File: src/hdl/iwhm_pkg.sv
`timescale 1ns / 1ps

package iwhm_pkg;

  localparam int unsigned ADDR_W  = 4;
  localparam int unsigned DELTA_W = 64;
  localparam int unsigned PROD_W  = 68;
  localparam int unsigned RUN_W   = 16;
  localparam int unsigned THR_W   = 32;

  localparam logic [RUN_W-1:0] RUN_MAX = 16'hFFFF;

  localparam logic [1:0] REG_DISK_NEED  = 2'd0;
  localparam logic [1:0] REG_CACHE_NEED = 2'd1;
  localparam logic [1:0] REG_THRESHOLD  = 2'd2;

  localparam logic [15:0] DISK_NEED_RST  = 16'd3;
  localparam logic [15:0] CACHE_NEED_RST = 16'd5;
  localparam logic [31:0] THRESHOLD_RST  = 32'd4096;

  typedef enum logic [1:0] {
    CLASS_IDLE  = 2'd0,
    CLASS_CACHE = 2'd1,
    CLASS_DISK  = 2'd2,
    CLASS_MIXED = 2'd3
  } class_t;

  typedef struct packed {
    logic             left_powersave;
    logic             entered_powersave;
    logic             powersave_on;
    logic [RUN_W-1:0] cache_run;
    logic [RUN_W-1:0] disk_run;
    class_t           window_class;
  } result_t;

endpackage

File: src/hdl/iwhm_classify.sv
`timescale 1ns / 1ps

module iwhm_classify (
  input  logic [iwhm_pkg::DELTA_W-1:0] requested_delta,
  input  logic [iwhm_pkg::DELTA_W-1:0] fetched_delta,
  input  logic [iwhm_pkg::THR_W-1:0]   activity_threshold,
  output iwhm_pkg::class_t             window_class
);
  import iwhm_pkg::*;

  logic [DELTA_W-1:0] thr;
  logic               req_low;
  logic               fet_low;
  logic [PROD_W-1:0]  fet_x5;
  logic [PROD_W-1:0]  req_x3;
  logic [PROD_W-1:0]  fet_x10;
  logic [PROD_W-1:0]  req_x1;

  assign thr     = {{(DELTA_W-THR_W){1'b0}}, activity_threshold};
  assign req_low = requested_delta < thr;
  assign fet_low = fetched_delta < thr;

  // exact ratio tests by shift-and-add
  assign fet_x5  = {4'b0, fetched_delta} + {2'b0, fetched_delta, 2'b0};
  assign req_x3  = {4'b0, requested_delta} + {3'b0, requested_delta, 1'b0};
  assign fet_x10 = {3'b0, fetched_delta, 1'b0} + {1'b0, fetched_delta, 3'b0};
  assign req_x1  = {4'b0, requested_delta};

  always_comb begin
    if (req_low && fet_low) begin
      window_class = CLASS_IDLE;
    end else if (fet_low) begin
      window_class = CLASS_CACHE;
    end else if (requested_delta == '0) begin
      window_class = CLASS_CACHE;
    end else if (fet_x5 >= req_x3) begin
      window_class = CLASS_DISK;
    end else if (req_x1 >= fet_x10) begin
      window_class = CLASS_CACHE;
    end else begin
      window_class = CLASS_MIXED;
    end
  end

endmodule

File: src/hdl/io_window_hysteresis_mode_switch_unit.sv
`timescale 1ns / 1ps
// path: an accepted word is held as deltas in the input register, its result then in the output register on m_tvalid
// throughput: one word per cycle unless m_tready stalls the output; input and output registers part the two sides
// invalid samples are dropped; the first valid sample only primes the stored counters, no result
// reset (rst, synchronous, active high) clears the stored counters, streaks and mode
// and loads the register defaults: disk 3, cache 5, threshold 4096

module io_window_hysteresis_mode_switch_unit (
  input  logic                        clk,
  input  logic                        rst,
  input  logic                        s_tvalid,
  output logic                        s_tready,
  input  logic [127:0]                s_tdata,  // requested_total, fetched_total
  input  logic                        s_tuser,  // sample_ok
  output logic                        m_tvalid,
  input  logic                        m_tready,
  // window_class, disk_run, cache_run, powersave_on, entered_powersave, left_powersave
  output logic [39:0]                 m_tdata,
  input  logic                        psel,
  input  logic                        penable,
  input  logic                        pwrite,
  input  logic [iwhm_pkg::ADDR_W-1:0] paddr,
  input  logic [31:0]                 pwdata,
  output logic [31:0]                 prdata,
  output logic                        pready
);
  import iwhm_pkg::*;

  logic [15:0]        disk_goal;
  logic [15:0]        cache_goal;
  logic [THR_W-1:0]   threshold;

  logic [DELTA_W-1:0] last_requested;
  logic [DELTA_W-1:0] last_fetched;
  logic               primed;

  logic               delta_valid;
  logic [DELTA_W-1:0] requested_delta;
  logic [DELTA_W-1:0] fetched_delta;

  logic [RUN_W-1:0]   disk_count;
  logic [RUN_W-1:0]   cache_count;
  logic               saving_mode;
  logic [RUN_W-1:0]   disk_count_next;
  logic [RUN_W-1:0]   cache_count_next;
  logic               saving_mode_next;
  logic               entered;
  logic               left;
  logic               mode_mid;

  logic               out_valid;
  result_t            result;
  result_t            result_next;
  class_t             cls;

  logic               in_fire;
  logic               advance;
  logic               cfg_write;

  assign pready    = 1'b1;
  assign cfg_write = psel && penable && pwrite && pready;

  always_ff @(posedge clk) begin
    if (rst) begin
      disk_goal  <= DISK_NEED_RST;
      cache_goal <= CACHE_NEED_RST;
      threshold  <= THRESHOLD_RST;
    end else if (cfg_write) begin
      unique case (paddr[3:2])
        REG_DISK_NEED:  disk_goal  <= pwdata[15:0];
        REG_CACHE_NEED: cache_goal <= pwdata[15:0];
        REG_THRESHOLD:  threshold  <= pwdata;
        default: ;
      endcase
    end
  end

  always_comb begin
    unique case (paddr[3:2])
      REG_DISK_NEED:  prdata = {16'b0, disk_goal};
      REG_CACHE_NEED: prdata = {16'b0, cache_goal};
      REG_THRESHOLD:  prdata = threshold;
      default:        prdata = '0;
    endcase
  end

  // handshake
  assign advance  = !out_valid || m_tready;
  assign s_tready = !delta_valid || advance;
  assign in_fire  = s_tvalid && s_tready;

  // input stage: deltas against the previous valid sample
  always_ff @(posedge clk) begin
    if (rst) begin
      last_requested <= '0;
      last_fetched   <= '0;
      primed         <= 1'b0;
      delta_valid    <= 1'b0;
    end else begin
      if (in_fire && s_tuser) begin
        last_requested <= s_tdata[63:0];
        last_fetched   <= s_tdata[127:64];
        primed         <= 1'b1;
      end
      if (in_fire && s_tuser && primed) begin
        delta_valid <= 1'b1;
      end else if (advance) begin
        delta_valid <= 1'b0;
      end
    end
  end

  always_ff @(posedge clk) begin
    if (in_fire && s_tuser && primed) begin
      requested_delta <= s_tdata[63:0] - last_requested;
      fetched_delta   <= s_tdata[127:64] - last_fetched;
    end
  end

  iwhm_classify u_classify (
    .requested_delta    (requested_delta),
    .fetched_delta      (fetched_delta),
    .activity_threshold (threshold),
    .window_class       (cls)
  );

  // streaks and mode
  always_comb begin
    disk_count_next  = disk_count;
    cache_count_next = cache_count;
    case (cls)
      CLASS_DISK: begin
        disk_count_next  = (disk_count < RUN_MAX) ? disk_count + 1'b1 : disk_count;
        cache_count_next = '0;
      end
      CLASS_CACHE: begin
        cache_count_next = (cache_count < RUN_MAX) ? cache_count + 1'b1 : cache_count;
        disk_count_next  = '0;
      end
      CLASS_MIXED: begin
        disk_count_next  = '0;
        cache_count_next = '0;
      end
      default: ;
    endcase
    entered          = !saving_mode && (disk_count_next >= disk_goal);
    mode_mid         = saving_mode || entered;
    left             = mode_mid && (cache_count_next >= cache_goal);
    saving_mode_next = mode_mid && !left;

    result_next.window_class      = cls;
    result_next.disk_run          = disk_count_next;
    result_next.cache_run         = cache_count_next;
    result_next.powersave_on      = saving_mode_next;
    result_next.entered_powersave = entered;
    result_next.left_powersave    = left;
  end

  always_ff @(posedge clk) begin
    if (rst) begin
      disk_count  <= '0;
      cache_count <= '0;
      saving_mode <= 1'b0;
      out_valid   <= 1'b0;
    end else if (advance) begin
      out_valid <= delta_valid;
      if (delta_valid) begin
        disk_count  <= disk_count_next;
        cache_count <= cache_count_next;
        saving_mode <= saving_mode_next;
      end
    end
  end

  always_ff @(posedge clk) begin
    if (advance && delta_valid) begin
      result <= result_next;
    end
  end

  assign m_tvalid = out_valid;
  assign m_tdata  = {3'b0, result};

  a_no_result_after_reset: assert property (@(posedge clk)
    $past(rst) |-> !m_tvalid) else $error("result valid right after reset");

  a_delta_needs_prime: assert property (@(posedge clk) disable iff (rst)
    delta_valid |-> primed) else $error("delta formed before priming");

  a_streaks_exclusive: assert property (@(posedge clk) disable iff (rst)
    m_tvalid |-> (result.disk_run == '0 || result.cache_run == '0))
    else $error("disk and cache streaks both running");

  a_mode_tracks_output: assert property (@(posedge clk) disable iff (rst)
    m_tvalid |-> (result.powersave_on == saving_mode))
    else $error("reported mode differs from held mode");

  a_enter_sets_mode: assert property (@(posedge clk) disable iff (rst)
    (m_tvalid && result.entered_powersave && !result.left_powersave) |->
      result.powersave_on) else $error("entered without powersave set");

endmodule
File: config.mk
export PLATFORM = sky130hd
export DESIGN_NAME = io_window_hysteresis_mode_switch_unit
export DESIGN_NICKNAME = d
export VERILOG_FILES = /design/src/hdl/iwhm_pkg.sv /design/src/hdl/iwhm_classify.sv /design/src/hdl/io_window_hysteresis_mode_switch_unit.sv
export SDC_FILE = /design/constraint.sdc
export NUM_CORES = 2
export LEC_CHECK = 0
export ABC_AREA = 1
export BUFFER_PORTS_ARGS = -buffer_cell sky130_fd_sc_hd__buf_2
export CORE_ASPECT_RATIO = 0.75
export CORE_UTILIZATION = 58
export CTS_BUF_LIST = sky130_fd_sc_hd__clkbuf_2
export CTS_CLUSTER_DIAMETER = 50
export CTS_CLUSTER_SIZE = 12
export DETAILED_ROUTE_END_ITERATION = 8
export HOLD_SLACK_MARGIN = 0.03
export PLACE_DENSITY = 0.91
export SETUP_SLACK_MARGIN = 0.3
export SLEW_MARGIN = 20
export SYNTH_ARGS = -nofsm -noshare
export SYNTH_HDL_FRONTEND = slang
export SYNTH_HIERARCHICAL = 1
export SYNTH_SLANG_ARGS = --single-unit
File: constraint.sdc
create_clock -name clk -period 7.7 [get_ports clk]
set_input_delay 1.155 -clock clk [delete_from_list [all_inputs] [get_ports clk]]
set_output_delay 1.155 -clock clk [all_outputs]
set_load 0.05 [all_outputs]
* Word level (Yosys, flattened, before mapping)
Cells that the tools add are included.
** Storage, ports and cells
- Register bits after elaboration :: 393
- Output and inout bits :: 75
- Logic and storage cells :: 77
** Cells by class
- $add $sub $neg :: 7
- Magnitude comparators :: 8
- Equal/unequal tests :: 5
- Muxes and demuxes :: 12
- Reduce and logical (&&, ||, !) cells :: 26
** Operators by type and width (count)
- < comparator 64 x 32 -> 1 bit :: 2
- subtractor 64 bit :: 2
- case mux 32 bit (3 select lines) :: 1
- adder 65 x 67 -> 68 bit :: 1
- >= comparator 64 x 68 -> 1 bit :: 1
- >= comparator 68 bit :: 1
- adder 64 x 66 -> 67 bit :: 1
- adder 64 x 65 -> 66 bit :: 1
- logical NOT 64 bit :: 1
- case mux 16 bit (2 select lines) :: 2
- adder 16 x 1 -> 16 bit, second input constant :: 2
- >= comparator 16 bit :: 2
- < comparator 16 bit, second input constant :: 2
- two-way mux 16 bit :: 2
- logical AND 1 bit :: 10
- two-way mux 2 bit :: 5
- AND reduction 2 bit :: 4
- equality test 2 bit, second input constant :: 3
- equality test 2 x 1 -> 1 bit, second input constant :: 2
- logical NOT 1 bit :: 4
- OR reduction 2 bit :: 2
- logical OR 1 bit :: 3
- logical NOT 2 bit :: 1
- two-way mux 1 bit :: 2
- nonzero test 2 bit :: 1

* Depth between registers and ports, before layout
- Depth after elaboration :: 16
- Gate-level depth with buffers :: 51
- Depth with buffers taken out :: 51

* Cells and area by module
Netlist, hierarchy kept.
** By module, submodules not included
- io_window_hysteresis_mode_switch_unit :: instances 1, cells an instance 4226, area an instance 27003.4 sq um
- iwhm_classify :: instances 1, cells an instance 2156, area an instance 13480.4 sq um

* Least setup slack after synthesis
OpenSTA, ideal clock, no wires.
- Path kind :: input -> register
- From :: in m_tready
- To :: reg fetched_delta[0] (enable)
- Library setup time :: 0.617 ns
- Data arrival time :: 7.634 ns
- Data required time :: 7.083 ns
- Setup slack :: -0.551 ns
- Stages on the path :: 6
- Cell sequence :: inv_1 -> nand3_1 -> nand2_1 -> buf_2 -> clkbuf_1 -> nor2_1
** Between the ends
- Cells in the longest elaborated chain, start to end :: 5
** RTL lines
- start, declared :: line io_window_hysteresis_mode_switch_unit.sv:16 : input logic m_tready,
- logical OR 1 bit :: line io_window_hysteresis_mode_switch_unit.sv:88 : assign advance = !out_valid || m_tready;
- logical OR 1 bit :: line io_window_hysteresis_mode_switch_unit.sv:89 : assign s_tready = !delta_valid || advance;
- named net s_tready :: line io_window_hysteresis_mode_switch_unit.sv:12 : output logic s_tready,
- logical AND 1 bit :: line io_window_hysteresis_mode_switch_unit.sv:90 : assign in_fire = s_tvalid && s_tready;
- logical AND 1 bit (2 in series) :: line io_window_hysteresis_mode_switch_unit.sv:114 : if (in_fire && s_tuser && primed) begin
- end signal, assigned :: line io_window_hysteresis_mode_switch_unit.sv:116 : fetched_delta <= s_tdata[127:64] - last_fetched;
- end, declared :: line io_window_hysteresis_mode_switch_unit.sv:39 : logic [DELTA_W-1:0] fetched_delta;
The timed path passes the listed nets, and every way through them passes these cells.
A chain may end at the register's enable or synchronous reset.

* Final worst setup path
- From :: reg fetched_delta[0]
- To :: reg result, in the netlist m_tdata[34] (data pin)
** Between the ends
- Elaborated cells between the ends (all ways) :: 25
- Those cells by class :: add/sub (2); order compare (5); eq/ne (3); mux (7); reduce/logical (8)
** RTL lines
- adder 64 x 66 -> 67 bit :: line iwhm_classify.sv:24 : assign fet_x5 = {4'b0, fetched_delta} + {2'b0, fetched_delta, 2'b0};
- >= comparator 68 bit :: line iwhm_classify.sv:36 : end else if (fet_x5 >= req_x3) begin
- two-way mux 2 bit :: line iwhm_classify.sv:36
- two-way mux 2 bit :: line iwhm_classify.sv:34 : end else if (requested_delta == '0) begin
- two-way mux 2 bit :: line iwhm_classify.sv:32 : end else if (fet_low) begin
- two-way mux 2 bit * :: line iwhm_classify.sv:30 : if (req_low && fet_low) begin
- named net cls[0] :: line io_window_hysteresis_mode_switch_unit.sv:54 : class_t cls;
- equality test 2 bit or equality test 2 x 1 -> 1 bit (tied branches) :: line io_window_hysteresis_mode_switch_unit.sv:131 : case (cls)
- [2 not listed]
- named net disk_count_next[2] :: line io_window_hysteresis_mode_switch_unit.sv:44 : logic [RUN_W-1:0] disk_count_next;
- >= comparator 16 bit * :: line io_window_hysteresis_mode_switch_unit.sv:146 : entered = !saving_mode && (disk_count_next >= disk_goal);
- logical AND 1 bit * :: line io_window_hysteresis_mode_switch_unit.sv:146
- logical OR 1 bit * :: line io_window_hysteresis_mode_switch_unit.sv:147 : mode_mid = saving_mode || entered;
- logical AND 1 bit :: line io_window_hysteresis_mode_switch_unit.sv:148 : left = mode_mid && (cache_count_next >= cache_goal);
- logical NOT 1 bit :: line io_window_hysteresis_mode_switch_unit.sv:149 : saving_mode_next = mode_mid && !left;
- logical AND 1 bit * :: line io_window_hysteresis_mode_switch_unit.sv:149
- named net saving_mode_next :: line io_window_hysteresis_mode_switch_unit.sv:46 : logic saving_mode_next;
- end signal, assigned :: line io_window_hysteresis_mode_switch_unit.sv:177 : result <= result_next;
- end, declared :: line io_window_hysteresis_mode_switch_unit.sv:52 : result_t result;
Mark *: on every way through the listed nets, which the timed path passes. The rest lies on a longest branch.

==> summary.md <==
| Metric | Value |
|---|---|
| Status | complete, no violations |
| WL final | approximately 130 mm |
| RSZ-0062 raised after global routing | false |
| Worst path bufs/invs | 9 |
| Wire per inst | ~16 µm |
| Largest net degree at the start of global routing | around 170 |
| Share of layout cells above drive strength 1 | ~7.6% |
| Filler instances | around 6500 |
| First-pass GRT wire length | 194 mm |
| Setup CP Type | reg -> reg |
| Count of final max-slew check failures | 0 |
| I/O pin total | roughly 250 |
| CTS tree | built |
| Yosys reg bits | just under 400 |
| Die area | between 70000 and 80000 µm² |
| CTS Buffer Depth | 3 |
| Initial antenna violation count | 8 |
| GRT Total Usage | roughly 35% |
| Clk_lat worst skew | about 1.3 ns |
| Sink Count | just under 400 |
| Synth warn | 6 |
| Critical-path cell with the highest stage delay | edfxtp_1 |
| CP required | 8.74 ns |
| Vias/cell | 5.41 |
| Via count | between 40000 and 50000 |
| Most frequent cells in the layout | nand2_1 (1852), inv_1 (1342), a21oi_1 (539) |
| Area of the multi-input gates | around 26000 µm² |
| PwrDens | around 130 nW/µm² |
| Setup crit end kind | register |
| Skew final | between 0.1 and 0.15 ns |
| Max-Cap Viols | 0 |
| Cell family with most CP delay | simple AND/OR/NAND/NOR gates |
| First-pass iteration count of the detailed router | 6 |
| Most common cell after layout, fill and taps aside | nand2_1 |
| Final setup fails | 0 |
| Final hold vios | 0 |
| Post-layout min period | approximately 7.0 ns |
| Number of CTS-inserted buffers | 50 |
| I/O Buffers | 240 |
| FMAX | 143 MHz |
| Crit path DAT | 8.02 ns |
| Die Width | 307 µm |
| Synth Cell Area | 40500 µm² |
| Lkg Pwr | roughly 24 nW |
| Tightest Pin Transition | about 1.1 ns |
| Seq/Total Area, Yosys | between 20% and 30% |
| Final #Nets | ~7300 |
| Fin crit share | between 90% and 100% |
| Mean post-synth cell area | between 6 and 7 µm² |
| Chip Height | roughly 230 µm |
| Sequential cell area | about 9500 µm² |
| GP Congestion | 1.04 |
| Synth Flop Type | dfxtp_1 |
| Share of flip-flops with an asynchronous set or reset | 0% |
| Vias in the first global route | ~36000 |
| CORE AREA | just under 70000 µm² |
| Worst VDD drop | approximately 0.14 mV |
| HPWL Detailed | 104 mm |
| Syn Inst Count | between 6000 and 7000 |
| Hold WC Path Type | in -> reg |
| Setup TNS | 0 ns |
| Worst-path fanout max | 16 |
| Clk root buf | clkbuf_2 |
| Drt drc | 0 |
| Initial Utilization | 58.9% |
| Clock slew seen by the registers of the worst setup and hold paths | around 0.23 ns |
| DRT antenna net count | 0 |
| EDFF count, synth | around 170 |
| Overflow after GRT | 0 |
| Hold buffers post-CTS | 0 |
| Cell mode on critical path | nand2_1 |
| Max incr delay on CP | between 0.4 and 0.5 ns |
| Worst setup SP type | register |
| Placement Rows | between 80 and 90 |
| Synth cell types | 75 |
| H-tree levels | 2 |
| Final core utilization | between 60% and 70% |
| Rel. slew slack | between 20% and 30% |
| 1st-iter DRT viols | between 4000 and 5000 |
| Area growth, synth to finish | 7.20% |
Yosys cell counts (all sizes together) (41+ instances only):
cell type | n | area [µm²]
a21oi | 561 | 2980
a31oi | 41 | 257
clkbuf | 70 | 264
dfxtp | 228 | 4560
edfxtp | 165 | 4950
ha | 509 | 6370
inv | 1367 | 5130
nand2 | 1889 | 7220
nand3 | 205 | 1080
nand4 | 50 | 319
nor2 | 505 | 1970
nor3 | 61 | 315
o21ai | 347 | 1820
xnor2 | 58 | 508
xor2 | 138 | 1220
worst reg2reg max path: cells and delay by family, from the launching register on:
kind,cells,cell delay (ns)
adder cells (fa/ha/maj),4,1.15
flip-flops,1,0.44
AND/OR/NAND/NOR,28,3.24
AO/OA/AOI/OAI,8,1.16
buffers and inverters,9,0.81
sequential cells by signal, summed over array words and instances, names as in the netlist, 16 cells and up:
register	count
fetched_delta	64
last_fetched	64
last_requested	64
requested_delta	64
m_tdata	37
threshold	32
cache_count	16
cache_goal	16
disk_count	16
disk_goal	16
layer usage:
metal / up-vias / GRT usage, % / routed length (µm)
met4: 4 / 9.13 / 3150
met1: 18408 / 50.3 / 55900
met5: - / 0.752 / 82
met3: 205 / 8.10 / 15600
li1: 20642 / - / -
met2: 1809 / 50.5 / 50500
report_power, final:
| part | switching, mW | internal, mW | total [mW] |
|---|---|---|---|
| sequential | 0.0487 | 2.29 | 2.34 |
| combinational | 1.54 | 0.714 | 2.26 |
| clock | 0.890 | 0.346 | 1.24 |
stage by stage:
| stage | worst slack [ns] | hold slack, ns | instance area, µm² | cells | total power [mW] |
|---|---|---|---|---|---|
| final | 0.716 | 0.153 | 43400 | 7592 | 5.83 |
| after global routing | 0.275 | 0.104 | 43400 | 7591 | 6.18 |
| after CTS | 0.355 | 0.0389 | 43200 | 7578 | 5.77 |
| after detailed placement | 0.276 | 0.451 | 42600 | 7485 | 4.54 |
| after global placement | 0.364 | 0.442 | 42600 | 7485 | 4.48 |
| after floorplan | 1.61 | 0.433 | 40500 | 6384 | 3.86 |
final timing paths:
check	from	endpoint	slack [ns]	cells after the start
worst max-delay path	fetched_delta[0]$_DFFE_PP_	m_tdata[34]$_DFFE_PP_	0.72	49
worst min-delay path	m_tready	m_tvalid$_SDFFE_PP0P_	0.15	4
worst max register to register	fetched_delta[0]$_DFFE_PP_	m_tdata[34]$_DFFE_PP_	0.72	49
worst min register to register	last_fetched[28]$_SDFFE_PP0P_	last_fetched[28]$_SDFFE_PP0P_	0.47	2
logic make-up after synthesis:
| group | share of synthesized area [%] |
|---|---|
| buf+inv | 13.5 |
| other cells | 0.0186 |
| compound gates | 15.0 |
| simple gates | 27.7 |
| fa+ha+maj | 15.9 |
| flops | 23.5 |
| xor+xnor | 4.26 |
repair_timing:
item | 4_1_cts | 5_1_grt
endpoints found under the setup margin | 1 | 4
cloned | 0 | 0
pin swaps | 0 | 4
gates resized for setup | 1 | 12
buffers inserted | 0 | 11
endpoints found under the hold margin | 0 | 0
area by class of cell:
type                    count  area share (%)
well taps                 935            2.70
multi-input cells        4538            58.9
clock inverters            26           0.591
repair buffers            263            3.25
diodes                      2          0.0115
inverters                1368            11.8
clock buffers              67           0.773
flip-flops and latches    393            21.9
(Power assumes the default switching activity.)
